**src/sv/unicode_escape_to_utf8_core_assert.svh**
```systemverilog
// ----------------------------------------------------------------------------
// unicode_escape_to_utf8_core assertion macros
// Shared concurrent assertion forms for the escape-to-UTF-8 core.
// ----------------------------------------------------------------------------
`ifndef UNICODE_ESCAPE_TO_UTF8_CORE_ASSERT_SVH
`define UNICODE_ESCAPE_TO_UTF8_CORE_ASSERT_SVH

// same-cycle implication
`define UE2U_ASSERT_IMP(label, clk, rst_n, ante, cons) \
    label: assert property (@(posedge clk) disable iff (!rst_n) (ante) |-> (cons)) \
        else $error("ue2u assertion failed");

// next-cycle implication
`define UE2U_ASSERT_NXT(label, clk, rst_n, ante, cons) \
    label: assert property (@(posedge clk) disable iff (!rst_n) (ante) |=> (cons)) \
        else $error("ue2u assertion failed");

`endif

```
**src/sv/ue2u_pkg.sv**
```systemverilog
// ----------------------------------------------------------------------------
// ue2u_pkg
// Types and constants shared by the escape-to-UTF-8 core.
// ----------------------------------------------------------------------------
`default_nettype none

package ue2u_pkg;

    localparam int MAX_RES = 6;

    typedef logic [7:0] t_byte;

    localparam t_byte CH_BSLASH = 8'h5C;
    localparam t_byte CH_U      = 8'h75;

    // one queued job: the output bytes caused by one input byte
    typedef struct packed {
        logic [2:0]               cnt;
        t_byte [MAX_RES-1:0]      bytes;
    } t_job;

endpackage

`default_nettype wire

```
**src/sv/ue2u_front.sv**
```systemverilog
// ----------------------------------------------------------------------------
// ue2u_front
// Escape parser: accepts input bytes and builds the output byte list per byte.
// ----------------------------------------------------------------------------
`default_nettype none

module ue2u_front (
    input  wire logic            i_clk,
    input  wire logic            i_rst_n,
    input  wire logic            i_valid,
    output logic                 o_ready,
    input  wire ue2u_pkg::t_byte i_byte,
    input  wire logic            i_last,
    input  wire logic            i_full,
    output logic                 o_push,
    output ue2u_pkg::t_job       o_job
);

    typedef enum logic [5:0] {
        ST_IDLE = 6'b000001,
        ST_BS   = 6'b000010,
        ST_U    = 6'b000100,
        ST_D1   = 6'b001000,
        ST_D2   = 6'b010000,
        ST_D3   = 6'b100000
    } t_stage;

    function automatic logic [2:0] pend_len(t_stage s);
        logic [2:0] len;
        unique case (s)
            ST_IDLE: len = 3'd0;
            ST_BS:   len = 3'd1;
            ST_U:    len = 3'd2;
            ST_D1:   len = 3'd3;
            ST_D2:   len = 3'd4;
            ST_D3:   len = 3'd5;
            default: len = 3'd0;
        endcase
        return len;
    endfunction

    t_stage                    r_st, n_st;
    logic [11:0]               r_acc, n_acc;
    ue2u_pkg::t_byte [2:0]     r_dig, n_dig;

    logic                      is_hex, is_bs, brk, fresh;
    logic [3:0]                nib;
    logic [15:0]               cp;
    logic [2:0]                mcnt, hl, tl, jj, off_m, off_t;
    ue2u_pkg::t_byte           pend [8];
    ue2u_pkg::t_byte           mid  [8];
    ue2u_pkg::t_byte           tail [8];
    logic                      accept;

    always_comb begin
        is_hex = 1'b1;
        nib    = i_byte[3:0];
        if (i_byte >= 8'h30 && i_byte <= 8'h39) begin
            nib = i_byte[3:0];
        end else if ((i_byte >= 8'h61 && i_byte <= 8'h66) ||
                     (i_byte >= 8'h41 && i_byte <= 8'h46)) begin
            nib = i_byte[3:0] + 4'd9;
        end else begin
            is_hex = 1'b0;
        end
    end

    always_comb begin
        is_bs = (i_byte == ue2u_pkg::CH_BSLASH);
        n_st  = r_st;
        n_acc = r_acc;
        n_dig = r_dig;
        brk   = 1'b0;
        fresh = 1'b0;
        mcnt  = 3'd0;
        cp    = {r_acc, nib};
        for (int k = 0; k < 8; k++) begin
            mid[k] = '0;
        end
        unique case (r_st)
            ST_IDLE: fresh = 1'b1;
            ST_BS: begin
                if (i_byte == ue2u_pkg::CH_U) begin
                    n_st = ST_U;
                end else begin
                    brk   = 1'b1;
                    fresh = 1'b1;
                end
            end
            ST_U: begin
                if (is_hex) begin
                    n_dig[0] = i_byte;
                    n_acc    = {8'd0, nib};
                    n_st     = ST_D1;
                end else begin
                    brk   = 1'b1;
                    fresh = 1'b1;
                end
            end
            ST_D1: begin
                if (is_hex) begin
                    n_dig[1] = i_byte;
                    n_acc    = {r_acc[7:0], nib};
                    n_st     = ST_D2;
                end else begin
                    brk   = 1'b1;
                    fresh = 1'b1;
                end
            end
            ST_D2: begin
                if (is_hex) begin
                    n_dig[2] = i_byte;
                    n_acc    = {r_acc[7:0], nib};
                    n_st     = ST_D3;
                end else begin
                    brk   = 1'b1;
                    fresh = 1'b1;
                end
            end
            ST_D3: begin
                if (is_hex) begin
                    n_st = ST_IDLE;
                    if (cp <= 16'h007F) begin
                        mid[0] = cp[7:0];
                        mcnt   = 3'd1;
                    end else if (cp <= 16'h07FF) begin
                        mid[0] = {3'b110, cp[10:6]};
                        mid[1] = {2'b10, cp[5:0]};
                        mcnt   = 3'd2;
                    end else begin
                        mid[0] = {4'b1110, cp[15:12]};
                        mid[1] = {2'b10, cp[11:6]};
                        mid[2] = {2'b10, cp[5:0]};
                        mcnt   = 3'd3;
                    end
                end else begin
                    brk   = 1'b1;
                    fresh = 1'b1;
                end
            end
            default: fresh = 1'b1;
        endcase
        if (fresh) begin
            if (is_bs) begin
                n_st = ST_BS;
            end else begin
                n_st   = ST_IDLE;
                mid[0] = i_byte;
                mcnt   = 3'd1;
            end
        end

        pend[0] = ue2u_pkg::CH_BSLASH;
        pend[1] = ue2u_pkg::CH_U;
        pend[2] = r_dig[0];
        pend[3] = r_dig[1];
        pend[4] = r_dig[2];
        pend[5] = '0;
        pend[6] = '0;
        pend[7] = '0;
        tail[0] = ue2u_pkg::CH_BSLASH;
        tail[1] = ue2u_pkg::CH_U;
        tail[2] = n_dig[0];
        tail[3] = n_dig[1];
        tail[4] = n_dig[2];
        tail[5] = '0;
        tail[6] = '0;
        tail[7] = '0;

        hl = brk ? pend_len(r_st) : 3'd0;
        tl = i_last ? pend_len(n_st) : 3'd0;
        o_job.cnt = hl + mcnt + tl;
        for (int j = 0; j < ue2u_pkg::MAX_RES; j++) begin
            jj    = 3'(j);
            off_m = jj - hl;
            off_t = jj - hl - mcnt;
            if (jj < hl) begin
                o_job.bytes[j] = pend[jj];
            end else if (off_m < mcnt) begin
                o_job.bytes[j] = mid[off_m];
            end else begin
                o_job.bytes[j] = tail[off_t];
            end
        end
    end

    assign o_ready = !i_full;
    assign accept  = i_valid && o_ready;
    assign o_push  = accept && (o_job.cnt != 3'd0);

    always_ff @(posedge i_clk) begin
        if (!i_rst_n) begin
            r_st <= ST_IDLE;
        end else if (accept) begin
            r_st <= i_last ? ST_IDLE : n_st;
        end
    end

    always_ff @(posedge i_clk) begin
        if (accept) begin
            r_acc <= n_acc;
            r_dig <= n_dig;
        end
    end

endmodule

`default_nettype wire

```
**src/sv/ue2u_fifo.sv**
```systemverilog
// ----------------------------------------------------------------------------
// ue2u_fifo
// Short job queue between the parser and the byte serializer.
// ----------------------------------------------------------------------------
`default_nettype none

module ue2u_fifo #(
    parameter int DEPTH = 2
) (
    input  wire logic           i_clk,
    input  wire logic           i_rst_n,
    input  wire logic           i_push,
    input  wire ue2u_pkg::t_job i_data,
    input  wire logic           i_pop,
    output logic                o_full,
    output logic                o_empty,
    output ue2u_pkg::t_job      o_head
);

    localparam int AW = (DEPTH > 1) ? $clog2(DEPTH) : 1;
    localparam int CW = $clog2(DEPTH + 1);

    ue2u_pkg::t_job  r_mem [DEPTH];
    logic [AW-1:0]   r_wp, r_rp;
    logic [CW-1:0]   r_cnt;

    assign o_full  = (r_cnt == CW'(DEPTH));
    assign o_empty = (r_cnt == '0);
    assign o_head  = r_mem[r_rp];

    always_ff @(posedge i_clk) begin
        if (!i_rst_n) begin
            r_wp  <= '0;
            r_rp  <= '0;
            r_cnt <= '0;
        end else begin
            if (i_push) begin
                r_wp <= (r_wp == AW'(DEPTH - 1)) ? '0 : r_wp + AW'(1);
            end
            if (i_pop) begin
                r_rp <= (r_rp == AW'(DEPTH - 1)) ? '0 : r_rp + AW'(1);
            end
            if (i_push && !i_pop) begin
                r_cnt <= r_cnt + CW'(1);
            end else if (!i_push && i_pop) begin
                r_cnt <= r_cnt - CW'(1);
            end
        end
    end

    always_ff @(posedge i_clk) begin
        if (i_push) begin
            r_mem[r_wp] <= i_data;
        end
    end

endmodule

`default_nettype wire

```
**src/sv/ue2u_back.sv**
```systemverilog
// ----------------------------------------------------------------------------
// ue2u_back
// Byte serializer: walks the head job and drives the registered output.
// ----------------------------------------------------------------------------
`default_nettype none

`include "unicode_escape_to_utf8_core_assert.svh"

module ue2u_back (
    input  wire logic           i_clk,
    input  wire logic           i_rst_n,
    input  wire logic           i_empty,
    input  wire ue2u_pkg::t_job i_head,
    output logic                o_pop,
    output logic                o_tvalid,
    input  wire logic           i_tready,
    output ue2u_pkg::t_byte     o_tdata,
    output logic                o_tlast
);

    logic            r_ovalid;
    ue2u_pkg::t_byte r_obyte;
    logic            r_olast;
    logic [2:0]      r_idx;
    logic            ld, is_last;

    assign ld      = !i_empty && (!r_ovalid || i_tready);
    assign is_last = (r_idx == i_head.cnt - 3'd1);
    assign o_pop   = ld && is_last;

    always_ff @(posedge i_clk) begin
        if (!i_rst_n) begin
            r_ovalid <= 1'b0;
            r_idx    <= '0;
        end else begin
            if (ld) begin
                r_ovalid <= 1'b1;
                r_idx    <= is_last ? 3'd0 : r_idx + 3'd1;
            end else if (i_tready) begin
                r_ovalid <= 1'b0;
            end
        end
    end

    always_ff @(posedge i_clk) begin
        if (ld) begin
            r_obyte <= i_head.bytes[r_idx];
            r_olast <= is_last;
        end
    end

    assign o_tvalid = r_ovalid;
    assign o_tdata  = r_obyte;
    assign o_tlast  = r_olast;

    `UE2U_ASSERT_IMP(a_idx_in_job, i_clk, i_rst_n, !i_empty, r_idx < i_head.cnt)
    `UE2U_ASSERT_IMP(a_idx_at_start, i_clk, i_rst_n, i_empty, r_idx == 3'd0)
    `UE2U_ASSERT_NXT(a_pop_marks_last, i_clk, i_rst_n, o_pop, o_tvalid && o_tlast)

endmodule

`default_nettype wire

```
**src/sv/unicode_escape_to_utf8_core.sv**
```systemverilog
// ----------------------------------------------------------------------------
// unicode_escape_to_utf8_core
// Rewrites backslash-u hex4 escapes in a byte stream into UTF-8.
// ----------------------------------------------------------------------------
// Input stream s_axis: one text byte per transfer in tdata, tlast set on the
// final byte of the text (pending escape bytes are then flushed literally).
// Output stream m_axis: converted bytes in tdata; tlast is set on the last
// byte that a given input byte produced. An input byte produces zero to six
// output bytes (none while an escape is still being collected).
// Each input byte's output bytes pass through the job queue and then the
// output register. Output runs at one byte per cycle while m_axis_tready is
// high; the output register is the limit. A QUEUE_DEPTH-entry job queue
// lets the parser keep taking bytes while the output drains a longer run.
// Reset clears the parser state, empties the queue and clears the output valid.
// When m_axis_tready is low the output holds, the queue fills and then
// s_axis_tready drops until space frees up; nothing is lost or repeated.
// ----------------------------------------------------------------------------
`default_nettype none

module unicode_escape_to_utf8_core #(
    parameter int QUEUE_DEPTH = 2
) (
    input  wire logic       i_clk,
    input  wire logic       i_rst_n,
    input  wire logic       s_axis_tvalid,
    output logic            s_axis_tready,
    input  wire logic [7:0] s_axis_tdata,   // [7:0] text_byte
    input  wire logic       s_axis_tlast,   // end_of_text
    output logic            m_axis_tvalid,
    input  wire logic       m_axis_tready,
    output logic [7:0]      m_axis_tdata,   // [7:0] out_byte
    output logic            m_axis_tlast    // run_last
);

    logic           push, pop, full, empty;
    ue2u_pkg::t_job job, head;

    ue2u_front u_front (
        .i_clk   (i_clk),
        .i_rst_n (i_rst_n),
        .i_valid (s_axis_tvalid),
        .o_ready (s_axis_tready),
        .i_byte  (s_axis_tdata),
        .i_last  (s_axis_tlast),
        .i_full  (full),
        .o_push  (push),
        .o_job   (job)
    );

    ue2u_fifo #(
        .DEPTH (QUEUE_DEPTH)
    ) u_fifo (
        .i_clk   (i_clk),
        .i_rst_n (i_rst_n),
        .i_push  (push),
        .i_data  (job),
        .i_pop   (pop),
        .o_full  (full),
        .o_empty (empty),
        .o_head  (head)
    );

    ue2u_back u_back (
        .i_clk    (i_clk),
        .i_rst_n  (i_rst_n),
        .i_empty  (empty),
        .i_head   (head),
        .o_pop    (pop),
        .o_tvalid (m_axis_tvalid),
        .i_tready (m_axis_tready),
        .o_tdata  (m_axis_tdata),
        .o_tlast  (m_axis_tlast)
    );

endmodule

`default_nettype wire
```
**config.mk**
```make
export PLATFORM = sky130hd
export DESIGN_NAME = unicode_escape_to_utf8_core
export DESIGN_NICKNAME = d
export VERILOG_FILES = /design/src/sv/ue2u_pkg.sv /design/src/sv/ue2u_front.sv /design/src/sv/ue2u_fifo.sv /design/src/sv/ue2u_back.sv /design/src/sv/unicode_escape_to_utf8_core.sv
export VERILOG_INCLUDE_DIRS = /design/src /design/src/sv
export SDC_FILE = /design/constraint.sdc
export NUM_CORES = 1
export LEC_CHECK = 0
export ABC_AREA = 1
export BUFFER_PORTS_ARGS = -buffer_cell sky130_fd_sc_hd__clkbuf_2
export CORE_UTILIZATION = 50
export CTS_CLUSTER_DIAMETER = 200
export DETAILED_ROUTE_END_ITERATION = 7
export GPL_TIMING_DRIVEN = 0
export PLACE_DENSITY = 0.66
export SKIP_LAST_GASP = 1
export SLEW_MARGIN = 10
export SYNTH_ARGS = -nofsm -noshare
export SYNTH_HDL_FRONTEND = slang
export SYNTH_SLANG_ARGS = --single-unit
export TNS_END_PERCENT = 10
```
**constraint.sdc**
```tcl
create_clock -name i_clk -period 8.2 [get_ports i_clk]
set_clock_uncertainty 0.15 [all_clocks]
set_input_delay 0.41 -clock i_clk [delete_from_list [all_inputs] [get_ports i_clk]]
set_output_delay 0.41 -clock i_clk [all_outputs]
set_load 0.01 [all_outputs]
```
* Word level (Yosys, flattened, before mapping)
Memories as Yosys holds them, arrays and structs flattened. A register that Yosys moved wholly into a read port is not among the register bits. Index checks and enable logic that the tools add are counted.
Word-level totals: bits in latches 0, bits in read-only memories 0, memories 1, register bits after elaboration 59, logic and storage cells 224, bits of input ports 13, output and inout bits 11, RAM bits 102
Memory list:
- u_fifo.r_mem | words 2, width 51, read ports 1, clocked after memory_dff 1, write ports 1, RTL line ue2u_fifo.sv:23 | ue2u_pkg::t_job r_mem [DEPTH];
Cells by class: shift operators 0, bitwise gates (word level) 12, order comparisons 33, equal/unequal tests 16, multiplexer cells 105, add/subtract/negate cells 21, reduce and logical (&&, ||, !) cells 24, multipliers 0, divide/modulo/power cells 0
Operator list (count):
- two-way mux 8 bit | 47
- binary-select mux 8 bit (select 3 bit) | 13
- >= comparator 4 bit, second input constant | 12
- two-way mux 24 bit | 2
- NOT 3 -> 4 bit | 12
- two-way mux 6 bit | 7
- one-hot mux 3 bit (5 select lines) | 2
- one-hot mux 6 bit (5 select lines) | 1
- two-way mux 12 bit | 2
- two-way mux 3 bit | 8
- one-hot mux 12 bit (2 select lines) | 1
- < comparator 3 bit | 6
- subtractor 3 bit | 6
- == test 8 x 7 -> 1 bit, second input constant | 2
- >= comparator 8 x 7 -> 1 bit, second input constant | 2
- less-or-equal comparator 16 x 11 -> 1 bit, second input constant | 1
- less-or-equal comparator 16 x 7 -> 1 bit, second input constant | 1
- less-or-equal comparator 8 x 7 -> 1 bit, second input constant | 2
- two-way mux 16 bit | 1
- two-way mux 14 bit | 1
- two-way mux 1 bit | 13
- == test 6 x 2 -> 1 bit, second input constant | 2
- == test 6 x 3 -> 1 bit, second input constant | 2
- == test 6 x 4 -> 1 bit, second input constant | 2
- 33 further kinds | 63

* Longest topological paths before layout
word-level depth 20, mapped depth 28, mapped depth without buffers 27

* By module
A second synthesis with hierarchy kept.
Unflattened totals: cell total of the unflattened synthesis 1243, area total of the unflattened synthesis 10562.6 µm²
By module, submodules not included:
- ue2u_front | area an instance 5387.7 µm², times used 1, cells each 910, seq. area each 1201.2 µm²
- ue2u_fifo | area an instance 4164.0 µm², times used 1, cells each 194, seq. area each 3163.0 µm²
- ue2u_back | area an instance 1011.0 µm², times used 1, cells each 139, seq. area each 350.3 µm²

* Worst setup path before layout
No wires, ideal clock.
kind input to register, from input port s_axis_tdata[1], to memory u_fifo.r_mem[0][0] (netlist name), enable pin, slack 2371 ps, setup time 460 ps, data required time 7590 ps, path buffers 1, data arrival time 5219 ps, stages on the path 22, path through inv_1 ha_1 inv_1 nand3_2 nand3_4 nand2_4 buf_6 inv_4 nand2_4 nand3_4 inv_1 nand3_1 fa_1 inv_1 ha_1 xor2_1 xor2_1 nand2_1 nand2_1 nand2_1 nand2_1 nor2_1
On the way: cells in the longest elaborated chain, start to end 18, elaborated cells on any way between the ends 51, classes of those cells 3 x add/sub; 8 x order compare; 7 x eq/ne; 27 x mux; 6 x reduce/logical
RTL lines:
- start: declaration | RTL line unicode_escape_to_utf8_core.sv:27 | input wire logic [7:0] s_axis_tdata,
- >= comparator 8 x 7 -> 1 bit, or another cell as far along | RTL line ue2u_front.sv:60 | end else if ((i_byte >= 8'h61 && i_byte <= 8'h66) ||
- logical AND 1 bit, on equally long branches | RTL line ue2u_front.sv:60, ue2u_front.sv:61
- logical OR 1 bit | RTL line ue2u_front.sv:60
- two-way mux 4 bit | RTL line ue2u_front.sv:60
- two-way mux 4 bit | RTL line ue2u_front.sv:58 | if (i_byte >= 8'h30 && i_byte <= 8'h39) begin
- less-or-equal comparator 16 x 11 -> 1 bit | RTL line ue2u_front.sv:126 | end else if (cp <= 16'h07FF) begin
- two-way mux 1 bit | RTL line ue2u_front.sv:126
- two-way mux 3 bit | RTL line ue2u_front.sv:123 | if (cp <= 16'h007F) begin
- [2 not listed]
- two-way mux 3 bit | RTL line ue2u_front.sv:144 | if (is_bs) begin
- two-way mux 3 bit | RTL line ue2u_front.sv:143 | if (fresh) begin
- adder 3 bit | RTL line ue2u_front.sv:172 | o_job.cnt = hl + mcnt + tl;
- adder 3 bit * | RTL line ue2u_front.sv:172
- nonzero test 3 bit * | RTL line ue2u_front.sv:189 | assign o_push = accept && (o_job.cnt != 3'd0);
- logical AND 1 bit * | RTL line ue2u_front.sv:189
- two-way mux 1 bit * | RTL line ue2u_fifo.sv:52 | if (i_push) begin
- two-way mux 1 bit (not written as such) * | RTL line ue2u_fifo.sv:53 | r_mem[r_wp] <= i_data;
- end: declaration | RTL line ue2u_fifo.sv:23
Mark *: on every way between the ends. The rest lies on a longest branch, timed or not.

==> results.py <==
metrics = {
    "detailed_routing": {
        "drtIter0Drc": 847,
        "drc": 0,
        "via_count": 8953,
        "firstDrtPassIters": 7,
        "wl_per_cell_um": 20.9,
        "vias_per_cell": 5.81,
        "wirelength_um": 32100,
        "ant_nets": 0,
    },
    "run_status": {
        "status": "finished, final reports clean",
    },
    "logic_synthesis": {
        "synth_edf_count": 147,
        "yosysUniqueCellTypes": 50,
        "syn_area_um2": 10000,
        "synth_seq_cells": 162,
        "syn_avg_cell_area_um2": 8.24,
        "ys_seq_area_share_pct": 47.0,
        "synth_cells": 1217,
        "synthArstFlopShare_pct": 0,
        "yosysWarnings": 0,
        "syn_nets": 1255,
        "ys.flop_type": "edfxtp_1",
    },
    "die": {
        "core_um2": 19500,
        "fp-row-count": 51,
        "initial_core_util_pct": 51.3,
        "ios": 24,
        "die_h_um": 144,
        "dieArea_um2": 20600,
        "die-width_um": 144,
    },
    "power_and_ir_drop": {
        "cellLeakagePower_nw": 4.54,
        "switchingPower_mw": 0.835,
        "power.internal_mw": 1.66,
        "p_per_area_nw_per_um2": 225,
        "irDropWorstVdd_uv": 139,
        "sw_frac_of_total_pct": 33.5,
        "seqPwrFrac_pct": 42.7,
        "pwr-share-comb_pct": 25.9,
        "power_mw": 2.50,
        "clkPwrFrac_pct": 31.5,
    },
    "placement": {
        "hpwl_um": 24600,
        "place_inst": 1508,
        "numPortBuffers": 23,
        "globalplace.congestion": 0.998,
    },
    "clocking": {
        "cts.clk_slew.worst_paths_ps": 70,
        "cts_setup_buffers": 0,
        "htreeDepth": 4,
        "numCtsBuffers": 17,
        "cts.path.max_buffers": 2,
        "clock-sinks": 162,
        "clock_latency_ps": 440,
        "cts_tree": "built",
        "ctsRootBufferMaster": "clkbuf_16",
        "cts_resized": 0,
        "ctsHoldBuffers": 0,
    },
    "cells_and_area": {
        "final_nets": 1300,
        "fin_cells": 1540,
        "syn_to_final_growth_pct": 10.9,
        "layout-drive-gt1-share_pct": 10.1,
        "final_cell_mix": "nand2_1, edfxtp_1, nand3_1, nor2_1, inv_1",
        "final_common_cell": "nand2_1",
        "n_fill_cell": 1817,
        "diodes": 0,
    },
    "worst_hold_path": {
        "worstHoldStart": "i_rst_n",
        "whs_path_depth": 3,
        "min_path_type": "input pin to flip-flop",
        "holdPathEnd": "u_fifo.r_wp$_SDFFE_PN0P_",
    },
    "sta": {
        "hold_viol": 0,
        "fmax_ghz": 0.197,
        "period_minus_slack_ps": 5070,
        "setup_viol": 0,
        "tns_ps": 0,
        "slew_viol_final": 0,
        "rsz0062_at_grt": "no",
        "max-slew-margin-rel_pct": 20.9,
        "worst_pin_slew_ps": 1180,
        "fin_crit_sh_pct": 61.8,
    },
    "worst_setup_path": {
        "cp.required_ps": 8220,
        "crit_type": "input pin to flip-flop",
        "arrival_ps": 5080,
        "timing.rr.end": "u_fifo.r_mem[1][0]$_DFFE_PP_",
        "start_kind": "input pin",
        "crit_fanout": 14,
        "critPathCaptureType": "flip-flop",
        "rr_worst_depth": 17,
        "regToRegSetupSlack_ps": 3250,
        "r2r-start": "u_front.r_st[5]$_SDFFE_PN0P_",
    },
    "global_route": {
        "grt_pass1_wl_um": 48100,
        "grt_max_degree": 29,
        "grt_overflow": 0,
        "first_global_vias": 8123,
        "grt_antenna_before_repair": 0,
        "track_usage_pct": 32.5,
    },
    "job": {
        "max_cap_violations": 0,
    },
}
==> sequential cells by signal, indices dropped and copies added, names as in the netlist, 2 cells and up, named ones only <==
register	cells
u_front.r_acc	12
u_front.pend	24
u_front.r_st	6
u_fifo.r_mem	102
u_fifo.r_cnt	2
u_back.o_tdata	8
u_back.r_idx	3
==> logic make-up after synthesis <==
family / after synthesis / synth area share (%)
compound gates: 185 / 11.5
xor+xnor: 11 / 0.961
fa+ha+maj: 25 / 3.57
buf+inv: 161 / 6.65
flops: 162 / 47.0
mux: 16 / 1.60
simple gates: 657 / 28.7
==> cell usage after synthesis (2+ instances only) <==
library cell,instances,area share [%]
o21ai_1,18,0.90
ha_1,19,2.4
and2_1,2,0.12
nand3_2,6,0.60
xor2_1,7,0.61
o221ai_1,14,1.2
nand4_1,13,0.81
fa_1,6,1.2
o32ai_1,10,0.87
xnor2_1,4,0.35
o41ai_1,2,0.17
nor2_4,5,0.56
nand3_1,135,6.7
or2_2,2,0.12
dfxtp_1,15,3.0
a211oi_1,2,0.15
o21ai_2,5,0.44
buf_1,3,0.11
clkinv_1,5,0.19
buf_2,6,0.30
nand3_4,2,0.35
mux2i_1,16,1.6
buf_6,6,0.67
edfxtp_1,147,44
a21oi_1,56,2.8
clkbuf_1,24,0.90
nand2_4,5,0.56
nor2_1,128,4.8
nand2_2,14,0.87
nand2_1,335,13
o21ai_0,51,2.5
a32o_1,6,0.60
buf_4,2,0.15
nor3_1,7,0.35
inv_1,106,4.0
inv_2,8,0.30
o211ai_1,12,0.90
==> worst max-delay path by stage <==
stage / from / end / slack, ps / cells after the start
after detailed placement: s_axis_tdata[1] / u_fifo.r_mem[1][0]$_DFFE_PP_ / 2840 / 23
after floorplan: s_axis_tdata[1] / u_fifo.r_mem[0][0]$_DFFE_PP_ / 2370 / 22
after global placement: s_axis_tdata[1] / u_fifo.r_mem[0][1]$_DFFE_PP_ / 550 / 23
after global routing: s_axis_tdata[1] / u_fifo.r_mem[1][0]$_DFFE_PP_ / 2850 / 23
final: s_axis_tdata[1] / u_fifo.r_mem[1][0]$_DFFE_PP_ / 3130 / 23
after CTS: s_axis_tdata[1] / u_fifo.r_mem[1][0]$_DFFE_PP_ / 3260 / 23
==> power groups by stage <==
stage          combinational (mW)  clock [mW]  sequential [mW]
4_1_cts                     0.641       0.788             1.07
5_1_grt                     0.704       0.818             1.08
3_5_place_dp                0.633           0             1.08
6_report                    0.646       0.785             1.07
2_1_floorplan               0.392           0             1.10
3_3_place_gp                0.615           0             1.09
==> routing by layer <==
layer  wire length, µm  up-vias  track usage [%]
met4              1400        0             15.1
met2             14700      414             51.7
met1             13400     4210             42.3
met3              2630       83             6.86
met5                 0        -                0
li1                  -     4246                -
==> through the flow <==
| stage | utilization [%] | instance area [µm²] | setup WS, ps | hold slack (ps) |
|---|---|---|---|---|
| after floorplan | - | 10000 | 2370 | 308 |
| after global placement | 53.6 | 10500 | 554 | 319 |
| after detailed placement | 54.0 | 10500 | 2840 | 326 |
| after CTS | 56.9 | 11100 | 3260 | 99.9 |
| after global routing | 56.9 | 11100 | 2850 | 124 |
| final | 56.9 | 11100 | 3130 | 118 |
==> final cells by class <==
cell class | count | area (µm²) | share of cell area, %
timing repair buffer | 26 | 170 | 1.53
multi-input combinational | 894 | 4660 | 41.9
clock buffer | 17 | 425 | 3.83
clock inverter | 15 | 148 | 1.33
buffer | 41 | 214 | 1.92
tap | 265 | 332 | 2.98
sequential | 162 | 4710 | 42.4
inverter | 120 | 453 | 4.07
==> critical path: stages <==
cell,delay (ps)
clkbuf_2,140
inv_1,270
ha_1,280
inv_1,50
nand3_1,70
nand3_1,120
nand2_4,110
buf_6,170
inv_4,70
nand2_4,70
nand2_2,60
nand2_1,220
inv_2,70
buf_2,260
ha_1,520
clkinv_1,410
fa_1,650
nand2_1,140
inv_1,260
nand2_1,110
nand2_1,80
nand3_1,70
a21oi_1,450
Note: power is estimated with default switching activity, not from simulation.
